**config.mk**
```make
export PLATFORM = sky130hd
export DESIGN_NAME = rc_channel_trim_and_frame
export DESIGN_NICKNAME = d
export VERILOG_FILES = /design/src/rtl/rctf_pkg.sv /design/src/rtl/rc_channel_trim_and_frame.sv
export SDC_FILE = /design/constraint.sdc
export NUM_CORES = 1
export LEC_CHECK = 0
export CORE_MARGIN = 2
export CORE_UTILIZATION = 65
export DETAILED_ROUTE_END_ITERATION = 6
export DONT_BUFFER_PORTS = 1
export PLACE_DENSITY = 0.86
export SYNTH_ARGS = -nofsm -noshare
export SYNTH_HDL_FRONTEND = slang
export SYNTH_SLANG_ARGS = --single-unit
```
**constraint.sdc**
```tcl
create_clock -name clk -period 25 [get_ports clk]
set_clock_uncertainty 0.1 [all_clocks]
set_input_delay 5 -clock clk [delete_from_list [all_inputs] [get_ports clk]]
set_output_delay 5 -clock clk [all_outputs]
set_load 0.02 [all_outputs]
```
**src/rtl/rctf_pkg.sv**
```systemverilog
package rctf_pkg;

	localparam int CHANNELS_DEFAULT = 2;

	// configuration port
	localparam int CFG_DATA_W = 16;
	localparam logic REG_NOISE_TOL = 1'b0;
	localparam logic REG_DEBOUNCE  = 1'b1;

	localparam logic [9:0]  NOISE_TOL_RESET = 10'd10;
	localparam logic [15:0] DEBOUNCE_RESET  = 16'd50;

	// position and trim limits
	localparam logic signed [12:0] POS_TOP    = 13'sd1023;
	localparam logic signed [12:0] POS_BOTTOM = 13'sd0;
	localparam logic signed [11:0] TRIM_MAX   = 12'sd2047;
	localparam logic signed [11:0] TRIM_MIN   = -12'sd2048;

	// frame layout
	localparam logic [7:0] LETTER_BASE = 8'h41;
	localparam logic [1:0] BYTE_LETTER = 2'd0;
	localparam logic [1:0] BYTE_LOW    = 2'd1;
	localparam logic [1:0] BYTE_HIGH   = 2'd2;

endpackage

```
**src/rtl/rc_channel_trim_and_frame.sv**
```systemverilog
// flow: an accepted request is registered into the input stage and evaluated there; its frame
//   (if any) is loaded as it leaves that stage; bytes are shown one per cycle when not stalled
// throughput: one request per cycle when it emits nothing and none waits ahead of it; a
//   request that emits a frame waits in the evaluation stage while an earlier frame still
//   drains, so frames leave the single 8-bit output port back to back, three bytes each
// reset: arst_n clears all channel state, the frame buffer and the input stage valid
module rc_channel_trim_and_frame import rctf_pkg::*; #(
	parameter int CHANNELS = CHANNELS_DEFAULT
) (
	input  logic                  clk,
	input  logic                  arst_n,
	// configuration writes
	input  logic                  cfg_we,
	input  logic                  cfg_index,
	input  logic [CFG_DATA_W-1:0] cfg_data,
	// request channel
	input  logic                  in_valid,
	output logic                  in_stall,
	input  logic                  mode,
	input  logic                  channel,
	input  logic                  button,
	input  logic [9:0]            pot_value,
	input  logic                  button_level,
	input  logic [31:0]           time_ms,
	// frame byte channel
	output logic                  out_valid,
	input  logic                  out_stall,
	output logic [7:0]            frame_byte,
	output logic                  last
);

	// the channel field is one bit wide, so at most two channels can ever be addressed
	localparam int USED = (CHANNELS < 2) ? CHANNELS : 2;
	localparam int KEYS = 2 * USED;

	// configuration registers, reset to noise_tolerance = 10 and debounce_ms = 50
	logic [9:0]  noise_tol_q;
	logic [15:0] debounce_q;

	always_ff @(posedge clk or negedge arst_n) begin
		if (!arst_n) begin
			noise_tol_q <= NOISE_TOL_RESET;
			debounce_q  <= DEBOUNCE_RESET;
		end else if (cfg_we) begin
			unique case (cfg_index)
				REG_NOISE_TOL: noise_tol_q <= cfg_data[9:0];
				REG_DEBOUNCE:  debounce_q  <= cfg_data;
				default:       ;
			endcase
		end
	end

	// input stage
	logic        valid_s1;
	logic        mode_s1;
	logic        channel_s1;
	logic        button_s1;
	logic [9:0]  pot_s1;
	logic        level_s1;
	logic [31:0] time_s1;

	logic in_accept;
	logic fire;

	assign in_accept = in_valid && !in_stall;

	always_ff @(posedge clk or negedge arst_n) begin
		if (!arst_n) begin
			valid_s1 <= 1'b0;
		end else if (in_accept) begin
			valid_s1 <= 1'b1;
		end else if (fire) begin
			valid_s1 <= 1'b0;
		end
	end

	always_ff @(posedge clk) begin
		if (in_accept) begin
			mode_s1    <= mode;
			channel_s1 <= channel;
			button_s1  <= button;
			pot_s1     <= pot_value;
			level_s1   <= button_level;
			time_s1    <= time_ms;
		end
	end

	// per-channel state
	logic        [9:0]  joy_q   [USED];
	logic signed [11:0] trim_q  [USED];
	logic signed [12:0] pos_q   [USED];
	// per channel and button state, keyed by {channel, button}
	logic               stable_q [KEYS];
	logic               prev_q   [KEYS];
	logic        [31:0] change_q [KEYS];

	logic               ch_ok;
	logic [1:0]         key;
	logic [9:0]         joy_cur;
	logic signed [11:0] trim_cur;
	logic signed [12:0] pos_cur;
	logic signed [10:0] joy_diff;
	logic [10:0]        joy_dist;
	logic               joy_move;
	logic               level_changed;
	logic [31:0]        elapsed;
	logic               settled;
	logic               new_level;
	logic               press;
	logic signed [11:0] trim_adj;
	logic [9:0]         joy_next;
	logic signed [11:0] trim_next;
	logic signed [12:0] pos_next;
	logic               emit;

	assign ch_ok    = int'(channel_s1) < CHANNELS;
	assign key      = {channel_s1, button_s1};
	assign joy_cur  = joy_q[channel_s1];
	assign trim_cur = trim_q[channel_s1];
	assign pos_cur  = pos_q[channel_s1];

	// joystick: keep the sample only if it moved by more than the tolerance
	assign joy_diff = $signed({1'b0, pot_s1}) - $signed({1'b0, joy_cur});
	assign joy_dist = joy_diff[10] ? 11'(-joy_diff) : 11'(joy_diff);
	assign joy_move = joy_dist > {1'b0, noise_tol_q};

	// debounce: a level change restarts the timer, so it cannot settle this request
	assign level_changed = level_s1 != prev_q[key];
	assign elapsed       = time_s1 - change_q[key];
	assign settled       = !level_changed && (elapsed > {16'b0, debounce_q});
	assign new_level     = settled && (level_s1 != stable_q[key]);
	assign press         = new_level && level_s1;

	// trim step on a debounced press, limited by position and trim range
	always_comb begin
		trim_adj = trim_cur;
		if (!button_s1) begin
			if (pos_cur < POS_TOP && trim_cur < TRIM_MAX) begin
				trim_adj = trim_cur + 12'sd1;
			end
		end else begin
			if (pos_cur > POS_BOTTOM && trim_cur > TRIM_MIN) begin
				trim_adj = trim_cur - 12'sd1;
			end
		end
	end

	assign joy_next  = mode_s1 ? joy_cur : pot_s1;
	assign trim_next = mode_s1 ? trim_adj : trim_cur;
	assign pos_next  = $signed({3'b000, joy_next}) + $signed({trim_next[11], trim_next});
	assign emit      = ch_ok && (mode_s1 ? press : joy_move);

	// frame buffer: one frame in flight, sent byte by byte
	logic        frame_valid_q;
	logic [1:0]  byte_q;
	logic        frame_ch_q;
	logic [12:0] frame_pos_q;
	logic        out_accept;
	logic        frame_done;
	logic        buf_free;

	assign out_accept = frame_valid_q && !out_stall;
	assign frame_done = out_accept && (byte_q == BYTE_HIGH);
	assign buf_free   = !frame_valid_q || frame_done;

	// a request that emits nothing never waits on the output side
	assign fire     = valid_s1 && (!emit || buf_free);
	assign in_stall = valid_s1 && !fire;

	always_ff @(posedge clk or negedge arst_n) begin
		if (!arst_n) begin
			for (int i = 0; i < USED; i++) begin
				joy_q[i]  <= '0;
				trim_q[i] <= '0;
				pos_q[i]  <= '0;
			end
			for (int i = 0; i < KEYS; i++) begin
				stable_q[i] <= 1'b0;
				prev_q[i]   <= 1'b0;
				change_q[i] <= '0;
			end
		end else if (fire && ch_ok) begin
			if (!mode_s1) begin
				if (joy_move) begin
					joy_q[channel_s1] <= pot_s1;
					pos_q[channel_s1] <= pos_next;
				end
			end else begin
				if (level_changed) begin
					change_q[key] <= time_s1;
				end
				prev_q[key] <= level_s1;
				if (new_level) begin
					stable_q[key] <= level_s1;
				end
				if (press) begin
					trim_q[channel_s1] <= trim_next;
					pos_q[channel_s1]  <= pos_next;
				end
			end
		end
	end

	always_ff @(posedge clk or negedge arst_n) begin
		if (!arst_n) begin
			frame_valid_q <= 1'b0;
			byte_q        <= BYTE_LETTER;
		end else if (fire && emit) begin
			frame_valid_q <= 1'b1;
			byte_q        <= BYTE_LETTER;
		end else if (frame_done) begin
			frame_valid_q <= 1'b0;
		end else if (out_accept) begin
			byte_q <= byte_q + 2'd1;
		end
	end

	always_ff @(posedge clk) begin
		if (fire && emit) begin
			frame_ch_q  <= channel_s1;
			frame_pos_q <= pos_next;
		end
	end

	// byte select; high byte carries the sign of the 16-bit position
	always_comb begin
		unique case (byte_q)
			BYTE_LETTER: frame_byte = LETTER_BASE + {7'b0, frame_ch_q};
			BYTE_LOW:    frame_byte = frame_pos_q[7:0];
			BYTE_HIGH:   frame_byte = {{3{frame_pos_q[12]}}, frame_pos_q[12:8]};
			default:     frame_byte = '0;
		endcase
	end

	assign out_valid = frame_valid_q;
	assign last      = byte_q == BYTE_HIGH;

endmodule

```
==> impl_metrics.ini <==
[floorplanning]
core-area_mm2 = 0.0251
die-width_um = 164
die_y_um = 164
dieArea_mm2 = 0.0269
initial_core_util_pct = 66.2
rows = 58
io_pins = 79

[synthesis]
postSynthAreaPerCell_um2 = 11.6
yosysSeqAreaShare_pct = 46.4
synthesis.nets = 1585
synthesis.area_mm2 = 0.0166
yosysTopAreaCell = dfrtp_1
synthCells = 1428
synth_seq_cells = 296
synth_top_flop_cell = dfrtp_1
synthDistinctLibCells = 78
synthTopCellsByArea = dfrtp_1 35%, mux2_2 14%, edfxtp_1 11%, ha_1 6.5%, mux4_2 4.6%
synth-warning-count = 0
synth_top_area_share_pct = 34.8
synth_edf_count = 60
ys_async_sr_fraction_pct = 79.7

[setup_path]
reg2reg_depth = 21
crit_chain = buf_4, mux4_2, inv_1, ha_1, a21oi_1, o21ai_0, a211oi_2, o21a_1, xnor2_1, ha_1, nand4_1, nor3_1, a21boi_0, o31a_1, nor3_1, nand4_1, nor4_1, nand4_1, a31o_2, and2_1
cp.required_ps = 19900
cp-end-kind = primary output
critPathSlowestCell = edfxtp_1
crit_top_cell = nand4_1
r2r_slack_ps = 17090
crit_type = flip-flop to primary output
worstPathArrival_ps = 7120
cp-start-kind = flip-flop
rr_endpoint = time_s1[28]
path_max_fanout = 39
reg2reg_from = button_s1
slowest_delay_ps = 840

[placed_design]
port_buffers = 0
gp_congestion = 0.965
hpwlAfterDp_mm = 24.6

[layout]
mostFrequentLayoutCells = 231 x dfrtp_1, 210 x mux2_2, 86 x inv_1, 86 x ha_1, 85 x nor2_1
finalNetCount = 1565
mostFrequentLayoutCell = dfrtp_1
final_layout_size_suffix_gt1_share_pct = 22.9
area_delta_synth_final_pct = 7.56

[routing]
dr.pass1.iters = 5
drt_iter0_markers = 925
antenna_left = 0
vias_per_cell = 6.42
drt-total-wl_mm = 35.9
drc = 0
via_count = 11300
wl_per_cell_um = 20.4

[global_routing]
grt_pass1_vias = 11500
antenna_found_initial = 1
grtUsageTotal_pct = 27.6
grt_pass1_wl_mm = 59.4
grt-ovfl-total = 0
grt_max_degree = 237

[clock_network]
cts_root_buf = clkbuf_16
cts_hold_buf = 0
clk_pin_slew_ps = 70
cts_resized = 0
clkLatencyLatePin_ps = 560
htreeDepth = 1
tritoncts = built
cts_buffers = 30
post_cts_buffers = 0
cts.sinks = 296
cts_buffer_depth = 3

[sta]
slew_viol_final = 0
worstMarginPinSlew_ps = 1240
final_hold_viol_count = 0
slew_headroom_pct = 17.5
finalCritPeriodShare_pct = 48.9
fin_crit_ps = 12220
fin_setup_tns_ps = 0
setup_viol = 0
rsz0062_at_grt = no
max_clock_freq_mhz = 81.8

[flow_run]
cap_viol_max_count = 0

[hold_path]
min_path_cells = 2
worst_hold_path_type = flip-flop to flip-flop
min-delay-start = joy_q[0]
hold_end = joy_q[0]

[outcome]
outcome = finished, final reports clean
==> area by class of cell <==
| cell class | instances | area, µm² |
|---|---|---|
| clock inverter | 15 | 158 |
| sequential | 296 | 7710 |
| multi-input combinational | 989 | 8380 |
| timing repair buffer | 5 | 37.5 |
| inverter | 86 | 323 |
| antenna | 1 | 2.50 |
| fill | 1716 | 7240 |
| clock buffer | 41 | 845 |
| tap | 330 | 413 |
==> how the worst max path moves through the flow <==
stage,startpoint,endpoint,depth (start not counted)
6_report,button_s1,in_stall,20
4_1_cts,button_s1,in_stall,20
3_5_place_dp,button_s1,in_stall,20
5_1_grt,button_s1,in_stall,20
3_3_place_gp,button_s1,in_stall,20
2_1_floorplan,button_s1,in_stall,24
==> layer usage <==
metal | routed length, µm | track usage, % | vias to the layer above
li1 | - | - | 5200
met1 | 16000 | 39.1 | 5666
met2 | 16900 | 44.9 | 370
met3 | 2040 | 3.66 | 77
met4 | 942 | 8.13 | 0
met5 | 0 | 0 | -
==> synthesized netlist by cell type (all sizes together), types with 5 or more instances <==
master	count
nand2	75
mux4	34
a21o	20
nand3	25
nor4	11
a31oi	10
o21bai	5
o211ai	10
edfxtp	60
o21a	10
mux2	220
nor3	23
or3	9
o31ai	6
dfrtp	231
dfstp	5
a21oi	84
ha	86
nand2b	9
nor2b	9
o21ai	55
and3	9
mux2i	26
nor2	89
o22ai	6
nor3b	5
xnor2	39
buf	16
a211oi	10
clkbuf	41
xor2	19
nand4	19
inv	86
==> per-stage QoR <==
stage / setup WS (ps) / cell area (µm²) / utilization, % / hold slack, ps / cells
floorplan: 13710 / 16600 / - / 321 / 1428
global placement: 13740 / 16900 / 67.2 / 360 / 1706
detailed placement: 13400 / 16900 / 67.2 / 385 / 1706
CTS: 12800 / 17900 / 71.2 / 399 / 1762
global route: 12270 / 17900 / 71.2 / 412 / 1762
finish: 12780 / 17900 / 71.2 / 394 / 1763
==> critical path: cells and delay by family (launching register included) <==
kind	cells	cell delay, ps
muxes	1	580
AOI/OAI and AO/OA	7	2020
and+or+nand+nor	7	1710
DFF	1	840
adders and majority gates	2	540
buffers and inverters	2	710
xor gates and xnor gates	1	150
==> registers in the layout, summed over array words and instances (netlist names), 2 cells and up <==
signal / count
change_q: 128
time_s1: 32
pos_q: 26
trim_q: 24
joy_q: 20
debounce_q: 16
frame_pos_q: 13
noise_tol_q: 10
pot_s1: 10
prev_q: 4
stable_q: 4
byte_q: 2
==> cell families after synthesis <==
group / count (synthesis) / synth area share [%]
AO/OA/AOI/OAI: 255 / 9.89
XOR/XNOR: 58 / 3.06
adder cells (fa/ha/maj): 89 / 6.84
buffers and inverters: 143 / 3.39
flip-flops: 296 / 46.4
multiplexers: 280 / 21.3
AND/OR/NAND/NOR: 307 / 9.09
Power is left out: the tool's default activity adds up to more than one toggle a clock period on the data nets, which glitch-free logic cannot reach.
